==> config.mk <==
export PLATFORM = sky130hd
export DESIGN_NAME = wls_power_div
export DESIGN_NICKNAME = d
export VERILOG_FILES = /design/src/sv/wls_pkg.sv /design/src/sv/wls_power_div.sv
export SDC_FILE = /design/constraint.sdc
export NUM_CORES = 1
export LEC_CHECK = 0
export BUFFER_PORTS_ARGS = -buffer_cell sky130_fd_sc_hd__buf_2
export CAP_MARGIN = 20
export CELL_PAD_IN_SITES_DETAIL_PLACEMENT = 1
export CELL_PAD_IN_SITES_GLOBAL_PLACEMENT = 1
export CORE_ASPECT_RATIO = 0.9
export CORE_MARGIN = 2
export CORE_UTILIZATION = 44
export CTS_BUF_LIST = sky130_fd_sc_hd__clkbuf_8 sky130_fd_sc_hd__clkbuf_16
export DETAILED_ROUTE_END_ITERATION = 7
export PLACE_DENSITY_LB_ADDON = 0.2
export SLEW_MARGIN = 30
export SYNTH_ARGS = -nofsm -noshare
export SYNTH_HDL_FRONTEND = slang
export SYNTH_SLANG_ARGS = --single-unit
==> constraint.sdc <==
create_clock -name clk -period 3 [get_ports clk]
set_input_delay 0.6 -clock clk [delete_from_list [all_inputs] [get_ports clk]]
set_output_delay 0.6 -clock clk [all_outputs]
set_load 0.03 [all_outputs]
==> src/sv/wls_pkg.sv <==
// Shared types and constants for the weighted line steering block.
// No dependencies; compiled first.
`default_nettype none

package wls_pkg;

	localparam int EXT_BITS      = 12;
	localparam int INNER_OFFSET  = 2000;
	localparam int MIDDLE_MARGIN = 1000;

	localparam int FLOOR_RESET   = 4000;
	localparam int CEILING_RESET = 25000;
	localparam logic [7:0] W_INNER_RESET  = 8'd1;
	localparam logic [7:0] W_MIDDLE_RESET = 8'd9;
	localparam logic [7:0] W_OUTER_RESET  = 8'd10;

	localparam int CFG_INDEX_BITS = 3;

	typedef enum logic [CFG_INDEX_BITS-1:0] {
		REG_LEVEL_FLOOR   = 3'd0,
		REG_LEVEL_CEILING = 3'd1,
		REG_WEIGHT_INNER  = 3'd2,
		REG_WEIGHT_MIDDLE = 3'd3,
		REG_WEIGHT_OUTER  = 3'd4
	} wls_reg_t;

	localparam int QUOT_BITS     = 8;
	localparam int FRONT_STAGES  = 5;
	localparam int DIV_STAGES    = QUOT_BITS + 2;
	localparam int LATENCY       = FRONT_STAGES + DIV_STAGES;
	localparam int FIFO_DEPTH    = 32;
	localparam int FIFO_PTR_BITS = 5;
	localparam int FIFO_CNT_BITS = 6;

	typedef struct packed {
		logic add_offset;
		logic force_span;
	} wls_lane_ctrl_t;

	typedef struct packed {
		logic [QUOT_BITS-1:0] left_power;
		logic [QUOT_BITS-1:0] right_power;
	} wls_power_t;

endpackage

`default_nettype wire

==> src/sv/wls_power_div.sv <==
// Pipelined signed floor divider with result saturated to 0..255.
// Depends on wls_pkg. One quotient bit per stage, DIV_STAGES deep.
`default_nettype none

module wls_power_div #(
	parameter int LEVEL_BITS = 16
) (
	input  logic                           clk,
	input  logic signed [LEVEL_BITS+19:0]  num,
	input  logic signed [LEVEL_BITS+10:0]  den,
	output logic [wls_pkg::QUOT_BITS-1:0]  power
);
	import wls_pkg::*;

	localparam int NW = LEVEL_BITS + 19;
	localparam int DW = LEVEL_BITS + 10;
	localparam int QB = QUOT_BITS;

	logic signed [NW:0] num_neg;
	logic signed [DW:0] den_neg;
	logic [NW-1:0]      num_mag;
	logic [DW-1:0]      den_mag;
	logic               skip;

	logic [NW-1:0] num_mag_s1;
	logic [DW-1:0] den_mag_s1;
	logic          skip_s1;
	logic [NW-1:0] den_top;

	logic [NW-1:0] rem_s  [QB+1];
	logic [DW-1:0] den_s  [QB+1];
	logic [QB-1:0] quo_s  [QB+1];
	logic          skip_s [QB+1];
	logic          sat_s  [QB+1];

	logic [NW-1:0] trial [QB];
	logic          fit   [QB];

	assign num_neg = -num;
	assign den_neg = -den;
	assign num_mag = num[NW] ? num_neg[NW-1:0] : num[NW-1:0];
	assign den_mag = den[DW] ? den_neg[DW-1:0] : den[DW-1:0];
	// zero divisor, or a strictly negative quotient: both give zero power
	assign skip    = (den == '0) || ((num != '0) && (num[NW] != den[DW]));
	assign den_top = NW'({den_mag_s1, {QB{1'b0}}});

	always_comb begin
		for (int i = 0; i < QB; i++) begin
			trial[i] = NW'(den_s[i]) << (QB - 1 - i);
			fit[i]   = rem_s[i] >= trial[i];
		end
	end

	always_ff @(posedge clk) begin
		num_mag_s1 <= num_mag;
		den_mag_s1 <= den_mag;
		skip_s1    <= skip;

		rem_s[0]  <= num_mag_s1;
		den_s[0]  <= den_mag_s1;
		quo_s[0]  <= '0;
		skip_s[0] <= skip_s1;
		sat_s[0]  <= num_mag_s1 >= den_top;

		for (int i = 0; i < QB; i++) begin
			rem_s[i+1]  <= fit[i] ? (rem_s[i] - trial[i]) : rem_s[i];
			den_s[i+1]  <= den_s[i];
			quo_s[i+1]  <= {quo_s[i][QB-2:0], fit[i]};
			skip_s[i+1] <= skip_s[i];
			sat_s[i+1]  <= sat_s[i];
		end
	end

	always_comb begin
		if (skip_s[QB]) begin
			power = '0;
		end else if (sat_s[QB]) begin
			power = '1;
		end else begin
			power = quo_s[QB];
		end
	end

endmodule

`default_nettype wire

==> reports/metrics.cfg <==
[die]
die_h_microns=244
core_region_area_sq_um=62900
start_util_pct=44.7
design.die.area_sq_um=66000
ios=72
die_w_microns=271
rows=87

[logic_synthesis]
synth.distinct_cells=83
ys_seq_area_share_pct=43.0
synth_enable_flop_cells=0
synth_area_sq_um=28100
avgSynthCellArea_sq_um=9.08
synthArstFlopShare_pct=0
synth.ff_latch_count=604
yosys_warnings=0
synthFlopType=dfxtp_1
syn_inst=3098
syn-num-nets=3405

[pwr]
p_clk_share_pct=21.2
pwr-share-comb_pct=49.1
switching_power_mw=16.1
power_mw=40.3
power_density_nw_per_um2=1160
peakVddDrop_mv=0.592
seq_power_share_pct=29.7
swShare_pct=40.1
p_int_mw=24.2
leakagePower_nw=15.6

[critical_path]
cp_data_required_time_ps=3510
ff2ff_setup_slack_ps=-30
worst_setup_path_start_kind=flop
path_max_fanout=18
endpoint_kind=flop
max_stage_delay_ps=340
cp.arrival_ps=3530
path_buf_inv=4
cp_slowest_cell=o31a_1
timing.critical_path.cells=inv_1, ha_4, fa_2, nor2b_4, o31a_1, o31a_1, o311ai_2, buf_4, nand4b_1, nand2_4, buf_4, buf_16, nand2_1, o21ai_0
path_delay_family=compound AO/OA/AOI/OAI gates
criticalPathCategory=reg -> reg

[clock_network]
postCtsHoldBufs=0
cts_made_buffers=66
tritoncts=built
cts_buffer_depth=3
cts-root-buf=clkbuf_16
clock_latency_ps=620
cts_sinks=604
ctsHtreeMaxLevel=3
clk_pin_slew_worst_paths_ps=60

[sta]
finalHoldViolCount=0
finClkSkew_ps=21.2
worst_slew_pin_slew_ps=743
period_share_pct=101
min_period_ps=3030
max_freq_mhz=330
maxSlewViolCount=0
rsz0062_at_grt=true
max_slew_margin_pct=50.4
setup_viol=2
setup_tns_ps=-29.3
fin_ws_ps=-26.4

[detailed_routing]
drt_wl_total_mm=93.6
first_pass_iters=5
antenna_left=0
drc_errors=0
routed-via-count=24046
drtIter0Drc=1656
routed_via_density=5.56
post_drt_wl_per_cell_microns=21.7

[final_layout]
final_core_util_pct=55.1
fillers=7144
finish.instance_area_sq_um=34700
layout.nets=3732
diodes=0
final_cell_mix=589 x dfxtp_1, 302 x inv_1, 252 x buf_4
mostFrequentLayoutCell=dfxtp_1
syn2layout_area_growth_pct=23.3
drive_gt1_share_pct=18.9

[placement]
pre_cts_slack_ps=-408
dp_hpwl_mm=68.4
portBuffers=71
post_dp_cell_area_sq_um=31100
place.gp.congestion=0.954

[global_routing]
grt_use_total_pct=26.7
grt.overflow.total=0
antenna_found_initial=5
grt_pass1_vias=25021
grt_max_degree=41
grt_pass1_wl_mm=140

[job]
drv_cap=0

[hold_path]
min_path_type=in -> reg

[run_status]
violations=setup timing
status=finished, violations left

final cells by class:
cell class                      count  area (sq um)  share of cell area [%]
Multi-Input combinational cell   2110         15400                    44.5
Sequential cell                   604         12100                    34.9
Timing Repair Buffer              347          2690                    7.74
Clock buffer                       72          1730                    5.00
Inverter                          296          1110                    3.20
Tap cell                          845          1060                    3.05
Clock inverter                     48           557                    1.61
power groups by stage:
stage | clock [mW] | sequential, mW | combinational, mW
global route | 9.05 | 12.2 | 21.6
global placement | 0 | 12.0 | 17.2
finish | 8.55 | 12.0 | 19.8
CTS | 8.67 | 11.9 | 18.4
detailed placement | 0 | 12.0 | 17.9
floorplan | 0 | 11.3 | 12.2
per-layer routing:
layer	global-route usage [%]	vias up	part of all wire [%]
met2	41.8	537	44
met1	38.1	11868	49
met3	4.99	129	5.3
met4	5.70	0	1.8
met5	0	-	0
li1	-	11512	-
logic make-up after synthesis:
logic type      synth area share (%)
simple gates                    13.9
buf+inv                         5.17
xor+xnor                        7.16
compound gates                  18.8
fa+ha+maj                       11.0
mux                             1.07
flops                           43.0
state kept, by name (all words and copies together) (netlist names):
name        flops
skip_s1         1
skip_s          9
num_mag_s1     35
rem_s         280
sat_s           9
quo_s          36
den_s         208
den_mag_s1     26
path summary, 6_finish.rpt:
check	start	end	cells after the start
worst min register to register	skip_s[0][1]$_DFF_P_	skip_s[0][2]$_DFF_P_	0
worst min-delay path	num[0]	num_mag_s1[0]$_DFF_P_	1
worst max register to register	rem_s[0][75]$_DFF_P_	rem_s[0][119]$_DFF_P_	14
worst max-delay path	rem_s[0][75]$_DFF_P_	rem_s[0][119]$_DFF_P_	14
synthesized netlist by cell type (46+ instances only):
| cell type | instances | area share (%) |
|---|---|---|
| clkbuf_1 | 76 | 1.0 |
| nand4_1 | 46 | 1.0 |
| nor3_1 | 48 | 0.85 |
| a21o_1 | 91 | 2.4 |
| nand2_1 | 226 | 3.0 |
| dfxtp_1 | 604 | 43 |
| ha_1 | 236 | 10 |
| o21ai_0 | 196 | 3.5 |
| inv_1 | 295 | 3.9 |
| nor2_1 | 204 | 2.7 |
| a21oi_1 | 241 | 4.3 |
| xor2_1 | 67 | 2.1 |
| xnor2_1 | 163 | 5.1 |
stage by stage:
step / hold slack [ps] / cells
after floorplan: 310 / 3098
after global placement: 310 / 4166
after detailed placement: 313 / 4166
after CTS: 120 / 4291
after global routing: 125 / 4322
final: 150 / 4322
repair_timing:
action                     4_1_cts  5_1_grt
setup endpoints to repair      108      183
pin swaps                       10       51
buffers inserted                 4       24
gates resized for setup         47      153
hold endpoints to repair         0        0
gates cloned                     1        8
Power figures use the tool's default switching activity.
