### src/sv/wls_pkg.sv
// Shared types and constants for the weighted line steering block.
// No dependencies; compiled first.
`default_nettype none

package wls_pkg;

	localparam int EXT_BITS      = 12;
	localparam int INNER_OFFSET  = 2000;
	localparam int MIDDLE_MARGIN = 1000;

	localparam int FLOOR_RESET   = 4000;
	localparam int CEILING_RESET = 25000;
	localparam logic [7:0] W_INNER_RESET  = 8'd1;
	localparam logic [7:0] W_MIDDLE_RESET = 8'd9;
	localparam logic [7:0] W_OUTER_RESET  = 8'd10;

	localparam int CFG_INDEX_BITS = 3;

	typedef enum logic [CFG_INDEX_BITS-1:0] {
		REG_LEVEL_FLOOR   = 3'd0,
		REG_LEVEL_CEILING = 3'd1,
		REG_WEIGHT_INNER  = 3'd2,
		REG_WEIGHT_MIDDLE = 3'd3,
		REG_WEIGHT_OUTER  = 3'd4
	} wls_reg_t;

	localparam int QUOT_BITS     = 8;
	localparam int FRONT_STAGES  = 5;
	localparam int DIV_STAGES    = QUOT_BITS + 2;
	localparam int LATENCY       = FRONT_STAGES + DIV_STAGES;
	localparam int FIFO_DEPTH    = 32;
	localparam int FIFO_PTR_BITS = 5;
	localparam int FIFO_CNT_BITS = 6;

	typedef struct packed {
		logic add_offset;
		logic force_span;
	} wls_lane_ctrl_t;

	typedef struct packed {
		logic [QUOT_BITS-1:0] left_power;
		logic [QUOT_BITS-1:0] right_power;
	} wls_power_t;

endpackage

`default_nettype wire

### src/sv/wls_sensor_lane.sv
// One sensor lane: offset, window clamp, floor subtract, position weight.
// Depends on wls_pkg. Two register stages.
`default_nettype none

module wls_sensor_lane #(
	parameter int LEVEL_BITS = 16
) (
	input  logic                         clk,
	input  logic [LEVEL_BITS-1:0]        level,
	input  logic [LEVEL_BITS-1:0]        floor_lvl,
	input  logic [LEVEL_BITS-1:0]        ceiling_lvl,
	input  logic [7:0]                   weight,
	input  wls_pkg::wls_lane_ctrl_t      ctrl,
	output logic signed [LEVEL_BITS+8:0] term_s2
);
	import wls_pkg::*;

	localparam int EW = LEVEL_BITS + EXT_BITS;

	logic signed [EW-1:0]         lv;
	logic signed [EW-1:0]         lo_e;
	logic signed [EW-1:0]         hi_e;
	logic signed [EW-1:0]         clamped;
	logic signed [EW-1:0]         diff;
	logic signed [LEVEL_BITS:0]   diff_s1;
	logic signed [LEVEL_BITS+9:0] prod;

	assign lo_e = $signed({{EXT_BITS{1'b0}}, floor_lvl});
	assign hi_e = $signed({{EXT_BITS{1'b0}}, ceiling_lvl});
	assign lv   = $signed({{EXT_BITS{1'b0}}, level}) +
	              EW'(ctrl.add_offset ? INNER_OFFSET : 0);

	always_comb begin
		if (lv < lo_e) begin
			clamped = lo_e;
		end else if (lv > hi_e) begin
			clamped = hi_e;
		end else begin
			clamped = lv;
		end
		diff = ctrl.force_span ? (hi_e - lo_e) : (clamped - lo_e);
	end

	assign prod = diff_s1 * $signed({1'b0, weight});

	always_ff @(posedge clk) begin
		diff_s1 <= diff[LEVEL_BITS:0];
		term_s2 <= prod[LEVEL_BITS+8:0];
	end

endmodule

`default_nettype wire

### config.mk
export PLATFORM = sky130hd
export DESIGN_NAME = wls_sensor_lane
export DESIGN_NICKNAME = d
export VERILOG_FILES = /design/src/sv/wls_pkg.sv /design/src/sv/wls_sensor_lane.sv
export SDC_FILE = /design/constraint.sdc
export NUM_CORES = 1
export LEC_CHECK = 0
export BUFFER_PORTS_ARGS = -buffer_cell sky130_fd_sc_hd__buf_2
export CAP_MARGIN = 0
export CORE_MARGIN = 1.5
export CORE_UTILIZATION = 35
export CTS_CLUSTER_SIZE = 40
export DETAILED_ROUTE_END_ITERATION = 10
export MAX_ROUTING_LAYER = met4
export PLACE_DENSITY = 0.49
export RECOVER_POWER = 25
export SKIP_CTS_REPAIR_TIMING = 1
export SYNTH_ARGS = -nofsm -noshare
export SYNTH_HDL_FRONTEND = slang
export SYNTH_SLANG_ARGS = --single-unit
### constraint.sdc
create_clock -name clk -period 7.6 [get_ports clk]
set_input_delay 0 -clock clk [delete_from_list [all_inputs] [get_ports clk]]
set_output_delay 0 -clock clk [all_outputs]
set_load 0.01 [all_outputs]
==> summary.md <==
| Metric | Value |
|---|---|
| Seq/Total Area, Yosys | 0.1113 |
| Via count | 5624 |
| Met2 GRT Util | 0.2603 |
| Vias per std cell | 4.652 |
| Hold Vio Cnt, Final | 0 |
| Flop2flop setup slack | 2.26 ns |
| Setup TNS Final | 0 ns |
| Area contributors post-synth | fa_1 (28%), ha_1 (17%), dfxtp_1 (11%) |
| Clock sink count | 42 |
| CTS tree | yes |
| Commonest cells in the netlist | inv_1 (175), fa_1 (107), ha_1 (103), and2_1 (92), nand2_1 (67) |
| DRT iter0 DRCs | 140 |
| Htree depth | 2 |
| Drt pass-1 iters | 4 |
| Yosys reg bits | 42 |
| Largest net degree at the start of global routing | 18 |
| Clock buffer depth | 2 |
| RSZ-0062 raised after global routing | false |
| Final HPWL DP | 14280 um |
| Share of cells above drive strength 1 | 0.1028 |
| Layout area overhead | 11.28% |
| Fmax | 167.8 MHz |
| Most used cell along the critical path | a21oi_1 |
| Least-Margin Pin Slew | 0.5282 ns |
| Ys async rst share | 0 |
| Crit path capture | diff_s1[16]$_DFF_P_ |
| DRC viols | 0 |
| YS warnings | 0 |
| Critical path's slowest cell | a21oi_1 |
| Full die area | 22480 sq um |
| Max_slew headroom | 0.6442 |
| CP Depth | 28 |
| Worst reg2reg endpoint | term_s2[23]$_DFF_P_ |
| Drt wl/cell | 13.41 um |
| Post-synth EDFFs | 0 |
| Max incr delay on CP | approximately 0.48 ns |
| Max Slew Vio Count | 0 |
| Met3 Usage GRT | 0.01738 |
| WP data arrival | 6.19 ns |
| Net count of the finished layout | around 1200 |
| Fillers | ~2200 |
| CP startpoint kind | input port |
| Most crowded layer after global routing | met2 |
| Initial antenna violation count | 0 |
| Antenna cells | 0 |
| Crit. Startpoint | ctrl[1] |
| Final setup fails | 0 |
| Die W | ~150 um |
| CP max FO | 9 |
| Mapped Avg Cell Area | 8.869 sq um |
| Net Count, Synth | between 1000 and 1500 |
| Data required, critical path | 7.84 ns |
| Largest delay share family, worst path | compound AO/OA/AOI/OAI gates |
| GPL Wtd Cong | 0.8211 |
| Synth area leader | fa_1 |
| Status | finished clean |
| Buffers plus inverters on the worst setup path | 2 |
| GRT met1 Usage | 0.2280 |
| Die Height | 149.9 um |
| CTS buffer count | 5 |
| Multi-input gate area | 6013 sq um |
| Port Buffers | between 80 and 90 |
| Initial Utilization | 0.3583 |
| Synth top area share | 0.2835 |
| Core Area | 21090 sq um |
| Synthesized area | 7556 sq um |
| I/O Pins | 84 |
| Final wirelength | 16220 um |
| Most common cell in the netlist | inv_1 |
| Max Clock Skew | 0.004358 ns |
| Crit Reg-Reg Startpoint | diff_s1[10]$_DFF_P_ |
| CP endpoint kind | flop |
| First-pass GRT wire length | 28770 um |
| Crit Path Class | in2reg |
| Register Area | roughly 840 sq um |
| Number of global-route vias before repair | 5971 |
| Clock period minus worst slack | approximately 6 ns |
| Post-synth cell types | 49 |
| Final ANT Viol Nets | 0 |
| Primary FF master, synth | dfxtp_1 |
| Syn Inst Count | 852 |
| Total grt overflow | 0 |
| Later-pin clock latency in the skew report | 0.30 ns |
| GRT Util Overall | 0.1645 |
| Hold/Removal Path Class | in2reg |
| Tcrit/Tclk final | 0.7841 |
| Clock Root Buffer | clkbuf_16 |
| Reg2reg path depth | 18 |
| # Max-Cap Violations | 0 |
| Std-Cell Rows | 53 |
| Clock-pin slew on the worst setup and hold paths | 0.07 ns |
kinds of logic after synthesis:
kind of cell / share of synthesized area
xor+xnor: 0.05216
simple gates: 0.1689
compound gates: 0.1207
buf+inv: 0.09290
flops: 0.1113
fa+ha+maj: 0.4540
layer usage:
metal / share of wire / up-vias
li1: - / 2885
met1: 0.53 / 2653
met2: 0.44 / 76
met3: 0.021 / 10
met4: 0.010 / 0
met5: 0 / -
placed cells by master, fill, tap and decap left out, types with 8 or more instances in the layout:
| cell type | synthesis | final |
|---|---|---|
| a21o_1 | 24 | 24 |
| a21oi_1 | 38 | 38 |
| a221oi_2 | 8 | 8 |
| and2_1 | 92 | 92 |
| buf_2 | 0 | 68 |
| clkbuf_1 | 9 | 15 |
| dfxtp_1 | 42 | 42 |
| fa_1 | 107 | 107 |
| ha_1 | 103 | 103 |
| inv_1 | 175 | 175 |
| nand2_1 | 67 | 67 |
| nand2b_1 | 8 | 8 |
| nand3_1 | 10 | 10 |
| nor2_1 | 28 | 28 |
| nor3_1 | 9 | 9 |
| o21ai_0 | 16 | 16 |
| xnor2_1 | 29 | 29 |
| xor2_1 | 16 | 16 |
sequential cells by signal (all words and copies together) (netlist names):
register and cells:
term_s2 25, diff_s1 17
worst min-delay path by stage:
| stage | startpoint | cells after the start | to |
|---|---|---|---|
| after floorplan | weight[0] | 1 | term_s2[0]$_DFF_P_ |
| after global placement | floor_lvl[0] | 3 | diff_s1[0]$_DFF_P_ |
| after detailed placement | floor_lvl[0] | 3 | diff_s1[0]$_DFF_P_ |
| after CTS | floor_lvl[0] | 3 | diff_s1[0]$_DFF_P_ |
| after global routing | floor_lvl[0] | 3 | diff_s1[0]$_DFF_P_ |
| final | floor_lvl[0] | 3 | diff_s1[0]$_DFF_P_ |
cell type report:
| cell class | count | share of cell area |
|---|---|---|
| clock inverters | 3 | 0.002827 |
| flip-flops and latches | 42 | 0.1000 |
| well taps | 275 | 0.04092 |
| repair buffers | 84 | 0.04807 |
| inverters | 175 | 0.07813 |
| multi-input cells | 625 | 0.7152 |
| clock buffers | 5 | 0.01488 |
worst register-to-register path, cell delays in order, from the launching register on:
cell	delay (ns)
dfxtp_1	0.49
nand2_1	0.13
fa_1	0.55
inv_1	0.05
fa_1	0.54
inv_1	0.06
fa_1	0.47
inv_1	0.05
fa_1	0.48
ha_1	0.39
nand3_1	0.16
nor4_1	0.42
nor3_1	0.13
nor3_1	0.39
a41oi_1	0.27
a21oi_1	0.23
a21o_1	0.19
a31oi_1	0.11
xnor2_1	0.13
stage by stage:
stage          instances  hold WS [ns]    util  worst slack (ns)  instance area, sq um
2_1_floorplan        852        0.1217       -             2.315                  7556
3_3_place_gp        1201        0.3629  0.3925             1.394                  8278
3_5_place_dp        1201        0.3494  0.3925             1.371                  8278
4_1_cts             1209       0.03217  0.3996             1.694                  8427
5_1_grt             1209       0.04908  0.3987             1.196                  8408
6_report            1209       0.03975  0.3987             1.641                  8408
Power is left out: the tool's default activity adds up to more than one toggle a clock period on the data nets, which glitch-free logic cannot reach.
